<file path="src/sfc_pkg.sv">
// Shared widths, register indexes, reset values and types of the sphere culling pipeline.
`default_nettype none
package sfc_pkg;

   // Field widths
   localparam int COORD_W = 20;              // Q11.8 coordinate
   localparam int OFS_W   = COORD_W + 1;     // camera-relative offset
   localparam int AXIS_W  = 16;              // Q1.14 axis component
   localparam int PROD_W  = OFS_W + AXIS_W;  // one offset-axis product
   localparam int DOT_W   = PROD_W + 2;      // sum of three products, Q.22
   localparam int RAD_W   = COORD_W - 1;     // magnitude of a non-negative radius
   localparam int DEPTH_W = 20;              // near and far, Q12.8
   localparam int SLOPE_W = 20;              // tangent and secant, Q8.12
   localparam int NUM_AXES = 3;

   // Configuration port
   localparam int CSR_IDX_W  = 3;
   localparam int CSR_DATA_W = 60;
   localparam int CAM_W      = 3 * COORD_W;
   localparam int AXES_W     = 3 * AXIS_W;
   localparam int RANGE_W    = 2 * DEPTH_W;
   localparam int SLOPES_W   = 2 * SLOPE_W;

   // Register indexes
   localparam logic [CSR_IDX_W-1:0] CSR_CAMERA_POSITION  = 3'd0;
   localparam logic [CSR_IDX_W-1:0] CSR_FORWARD_AXIS     = 3'd1;
   localparam logic [CSR_IDX_W-1:0] CSR_RIGHT_AXIS       = 3'd2;
   localparam logic [CSR_IDX_W-1:0] CSR_UP_AXIS          = 3'd3;
   localparam logic [CSR_IDX_W-1:0] CSR_DEPTH_RANGE      = 3'd4;
   localparam logic [CSR_IDX_W-1:0] CSR_VERTICAL_SLOPE   = 3'd5;
   localparam logic [CSR_IDX_W-1:0] CSR_HORIZONTAL_SLOPE = 3'd6;

   // Reset values
   localparam logic [CAM_W-1:0]    CAMERA_RESET  = 60'd0;
   localparam logic [AXES_W-1:0]   FORWARD_RESET = 48'd70368744177664;
   localparam logic [AXES_W-1:0]   RIGHT_RESET   = 48'd49152;
   localparam logic [AXES_W-1:0]   UP_RESET      = 48'd1073741824;
   localparam logic [RANGE_W-1:0]  RANGE_RESET   = 40'd1099510579200;
   localparam logic [SLOPES_W-1:0] SLOPE_RESET   = 40'd6074404864;

   // Projection order inside the pipeline
   localparam int AX_FORWARD = 0;
   localparam int AX_UP      = 1;
   localparam int AX_RIGHT   = 2;

   // Depth and slope settings seen by the test stages
   typedef struct packed {
      logic [DEPTH_W-1:0] near_q;
      logic [DEPTH_W-1:0] far_q;    // already max(near, far)
      logic [SLOPE_W-1:0] tan_v;
      logic [SLOPE_W-1:0] sec_v;
      logic [SLOPE_W-1:0] tan_h;
      logic [SLOPE_W-1:0] sec_h;
   } sfc_cfg_type;

endpackage
`default_nettype wire

</file>
<file path="src/sfc_offset.sv">
// First stage: offset from the camera and always-visible flag.
`default_nettype none
module sfc_offset (
   input  wire logic                              clock,
   input  wire logic                              reset,
   input  wire logic [sfc_pkg::CAM_W-1:0]         camera,
   input  wire logic                              in_valid,
   output logic                                   in_ready,
   input  wire logic signed [sfc_pkg::COORD_W-1:0] center_x,
   input  wire logic signed [sfc_pkg::COORD_W-1:0] center_y,
   input  wire logic signed [sfc_pkg::COORD_W-1:0] center_z,
   input  wire logic signed [sfc_pkg::COORD_W-1:0] radius,
   input  wire logic                              bounds_valid,
   output logic                                   out_valid,
   input  wire logic                              out_ready,
   output logic signed [sfc_pkg::OFS_W-1:0]       ofs_x,
   output logic signed [sfc_pkg::OFS_W-1:0]       ofs_y,
   output logic signed [sfc_pkg::OFS_W-1:0]       ofs_z,
   output logic [sfc_pkg::RAD_W-1:0]              rad,
   output logic                                   skip
);
   import sfc_pkg::*;

   logic                     valid_ff;
   logic                     adv;
   logic signed [OFS_W-1:0]  ofs_x_ff, ofs_y_ff, ofs_z_ff;
   logic signed [OFS_W-1:0]  ofs_x_in, ofs_y_in, ofs_z_in;
   logic [RAD_W-1:0]         rad_ff;
   logic                     skip_ff, skip_in;

   assign adv      = !valid_ff || out_ready;
   assign in_ready = adv;

   // Subtract the camera position per component
   always_comb begin
      ofs_x_in = OFS_W'(center_x) - OFS_W'($signed(camera[0*COORD_W +: COORD_W]));
      ofs_y_in = OFS_W'(center_y) - OFS_W'($signed(camera[1*COORD_W +: COORD_W]));
      ofs_z_in = OFS_W'(center_z) - OFS_W'($signed(camera[2*COORD_W +: COORD_W]));
      skip_in  = !bounds_valid || radius[COORD_W-1];
   end

   // Advance the stage valid
   always_ff @(posedge clock) begin
      if (reset) begin
         valid_ff <= 1'b0;
      end else if (adv) begin
         valid_ff <= in_valid;
      end
   end

   // Load the payload on an accepted item
   always_ff @(posedge clock) begin
      if (adv && in_valid) begin
         ofs_x_ff <= ofs_x_in;
         ofs_y_ff <= ofs_y_in;
         ofs_z_ff <= ofs_z_in;
         rad_ff   <= radius[RAD_W-1:0];
         skip_ff  <= skip_in;
      end
   end

   assign out_valid = valid_ff;
   assign ofs_x     = ofs_x_ff;
   assign ofs_y     = ofs_y_ff;
   assign ofs_z     = ofs_z_ff;
   assign rad       = rad_ff;
   assign skip      = skip_ff;
endmodule
`default_nettype wire

</file>
<file path="config.mk">
export PLATFORM = sky130hd
export DESIGN_NAME = sfc_offset
export DESIGN_NICKNAME = d
export VERILOG_FILES = /design/src/sfc_pkg.sv /design/src/sfc_offset.sv
export SDC_FILE = /design/constraint.sdc
export NUM_CORES = 1
export LEC_CHECK = 0
export BUFFER_PORTS_ARGS = -buffer_cell sky130_fd_sc_hd__buf_2
export CAP_MARGIN = 20
export CORE_UTILIZATION = 50
export CTS_CLUSTER_DIAMETER = 50
export DETAILED_ROUTE_END_ITERATION = 10
export GPL_TIMING_DRIVEN = 0
export PLACE_DENSITY = 0.84
export SKIP_LAST_GASP = 1
export SLEW_MARGIN = 10
export SYNTH_ARGS = -nofsm -noshare
export SYNTH_HDL_FRONTEND = slang
export SYNTH_SLANG_ARGS = --single-unit
</file>
<file path="constraint.sdc">
create_clock -name clock -period 3.52 [get_ports clock]
set_input_delay 0.528 -clock clock [delete_from_list [all_inputs] [get_ports clock]]
set_output_delay 0.528 -clock clock [all_outputs]
set_load 0.01 [all_outputs]
</file>
==> impl_metrics.yaml <==
run_status:
  status: "finished, final reports clean"
cts:
  cts_buffers: 9
  cts-htree-levels: 3
  postCtsSetupBuffers: 0
  cts_hold_buf: 0
  cts_root_buffer: "clkbuf_16"
  clock_sinks: 84
  cts_max_path_buffers: 2
  clkSlewWorstSetupHoldPaths_ns: 0.06
  insertion_delay_ns: 0.34
  tritoncts: "built"
  cts_resized: 0
worst_setup_path:
  r2r-end: "ofs_z[11]"
  critPathCaptureType: "flop"
  crit_start: "camera[20]"
  critPathSlowestCell: "fa_1"
  reg2reg_slack_ns: 1.97
  cp.arrival_ns: 2.58
  critPathRequiredTime_ns: 3.59
  r2r_start: "out_valid"
  worstPathCellList: "buf_2, ha_1, fa_1, and2b_1, o31a_2, nor3_2, o31a_1, a311oi_1, o22ai_1"
  r2r_cells: 3
  critPathMaxFanout: 5
  max_stage_delay_ns: 0.40
  cp-start-kind: "input pin"
  crit_type: "input pin to flop"
timing:
  fin_ws_ns: 1.003
  clock.fmax_mhz: 397.3
  fin_hold_ws_ns: 0.3436
  finalCritPeriodShare: 0.7150
  period_needed_ns: 2.517
  drv_slew: 0
  worst_pin_slew_ns: 0.5258
  final-hold-violation-count: 0
  setup_viol: 0
  max-slew-margin-rel: 0.6494
  final.setup_skew_ns: 0.005619
  rsz0062_at_grt: "no"
yosys:
  synth.net_count: 785
  avgSynthCellArea_sq_um: 10.12
  synth_area_leaders: "edfxtp_1 43%, ha_1 13%, inv_1 5.3%, xnor2_1 4.2%, a21oi_1 3.8%"
  synthFlopType: "edfxtp_1"
  ys_seq_elements: 84
  synth_top_area_frac: 0.4268
  syn-cell-area_sq_um: 5839
  ys_warn_count: 0
  ys_types: 62
  synth_top_cell_by_area: "edfxtp_1"
  synth_common_cells: "83 x edfxtp_1, 83 x inv_1, 60 x ha_1, 44 x a21oi_1"
  yosysSeqAreaShare: 0.4303
  synth_edf_count: 83
  synthCells: 577
  async_flop_share: 0
drt:
  wl_per_cell_um: 13.96
  drc: 0
  post_drt_via_cell_ratio: 5.314
  drt-initial-drc-count: 272
  dr_total_vias: 5128
  dr.pass1.iters: 4
  antenna_left: 0
  wirelength_um: 13470
placement:
  dp.cells: 950
  gp_congestion: 0.8532
  port_buffers: 229
  place_ws_ns: 0.7098
  postPlaceCellArea_sq_um: 7194
  place_hpwl_um: 10840
min_path:
  min_to: "out_valid"
  hold-path-cell-count: 2
  hold_path_class: "input pin to flop"
  worstHoldStart: "reset"
finish:
  drive_gt1_frac: 0.3139
  synthToLayoutAreaGrowth_pct: 27.92
  fin_cells: 965
  final_area_sq_um: 7470
  fillers: 942
  antenna_cells: 0
  nets: 1026
global_routing:
  grt_pass1_wl_um: 20670
  grt_start_max_net_pins: 48
  gr-usage-all-layers: 0.2216
  grt-ovfl-total: 0
  grt_pass1_vias: 4687
  antenna_found_initial: 0
die:
  initial_core_util: 0.5114
  dieArea_sq_um: 12120
  die_w_um: 110.1
  chipHeight_um: 110.1
  coreArea_sq_um: 11420
  io_pins: 230
  fp-row-count: 39
power_and_ir_drop:
  power_frac_seq: 0.418
  power.density_nw_per_um2: 410.6
  comb_power_share: 0.289
  finalPower_mw: 3.067
  clkPwrFrac: 0.293
  p_sw_mw: 0.8772
  p_leak_nw: 3.679
  intPower_mw: 2.190
  vdd_ir_drop_max_mv: 0.4019
  p_sw_frac: 0.2860
job:
  drv_cap: 0
-- metrics by stage --
stage | util | TNS, ns
after floorplan | - | 0
after global placement | 0.6274 | -33.58
after detailed placement | 0.6301 | 0
after CTS | 0.6542 | 0
after global routing | 0.6542 | 0
final | 0.6542 | 0
-- cells by family (layout without fill, tap and decap cells) --
logic type               after synthesis  count (layout)  synth area share
adder cells (fa/ha/maj)               63              63            0.1388
multiplexers                           4               4          0.007071
AO/OA/AOI/OAI                        162             162            0.1847
XOR/XNOR                              41              41           0.06150
buffers and inverters                 93             338           0.06128
flip-flops                            84              84            0.4303
AND/OR/NAND/NOR                      130             130            0.1164
-- power groups by stage --
stage | clock, mW | combinational (mW) | sequential [mW]
6_report | 0.899 | 0.886 | 1.28
3_5_place_dp | 0 | 0.880 | 1.30
5_1_grt | 0.954 | 0.991 | 1.29
4_1_cts | 0.920 | 0.886 | 1.28
2_1_floorplan | 0 | 0.512 | 1.37
3_3_place_gp | 0 | 0.852 | 1.30
-- area by class of cell --
| type | instances | area (sq um) | share of cell area |
|---|---|---|---|
| Clock buffer | 12 | 236.5 | 0.03166 |
| Buffer | 10 | 46.29 | 0.006198 |
| Tap cell | 143 | 178.9 | 0.02395 |
| Inverter | 83 | 311.5 | 0.04171 |
| Sequential cell | 84 | 2512 | 0.3363 |
| Clock inverter | 3 | 38.79 | 0.005193 |
| Timing Repair Buffer | 230 | 1174 | 0.1571 |
| Multi-Input combinational cell | 400 | 2972 | 0.3978 |
-- cell usage in the layout, fill, tap and decap left out, types with 5 or more instances in the layout --
cell and n:
nand4_1 7, o211ai_1 5, xor2_1 13, a31oi_1 9
o21ai_0 22, nor2b_1 8, a21o_1 25, nor3_1 7
and3_1 11, nand2b_1 12, buf_2 229, nand2_1 27
ha_1 60, a21oi_1 44, clkbuf_16 9, clkbuf_1 11
o21a_1 11, nor2_1 28, inv_1 83, o21ai_1 7
edfxtp_1 83, xnor2_1 28, nand3_1 12, a211oi_1 7
-- worst max-delay path: cells and delay by family --
family | cells | cell delay [ns]
simple gates | 2 | 0.29
compound gates | 4 | 1.06
fa+ha+maj | 2 | 0.61
buf+inv | 1 | 0.10
-- routing by layer --
metal,track usage,part of all wire
met1,0.2440,0.40
met2,0.3996,0.49
met3,0.05644,0.084
met4,0.1000,0.022
met5,0,0
-- sequential cells by signal (all words and copies together) (netlist names) --
register	cells
rad	19
skip	1
ofs_z	21
ofs_y	21
out_valid	1
ofs_x	21
-- how the worst max path moves through the flow --
stage	endpoint	cells past startpoint
CTS	ofs_y[20]	9
detailed placement	ofs_y[20]	9
global route	ofs_y[20]	10
finish	ofs_y[20]	9
global placement	ofs_z[10]	3
floorplan	ofs_x[0]	2
Note: power is estimated with default switching activity, not from simulation.
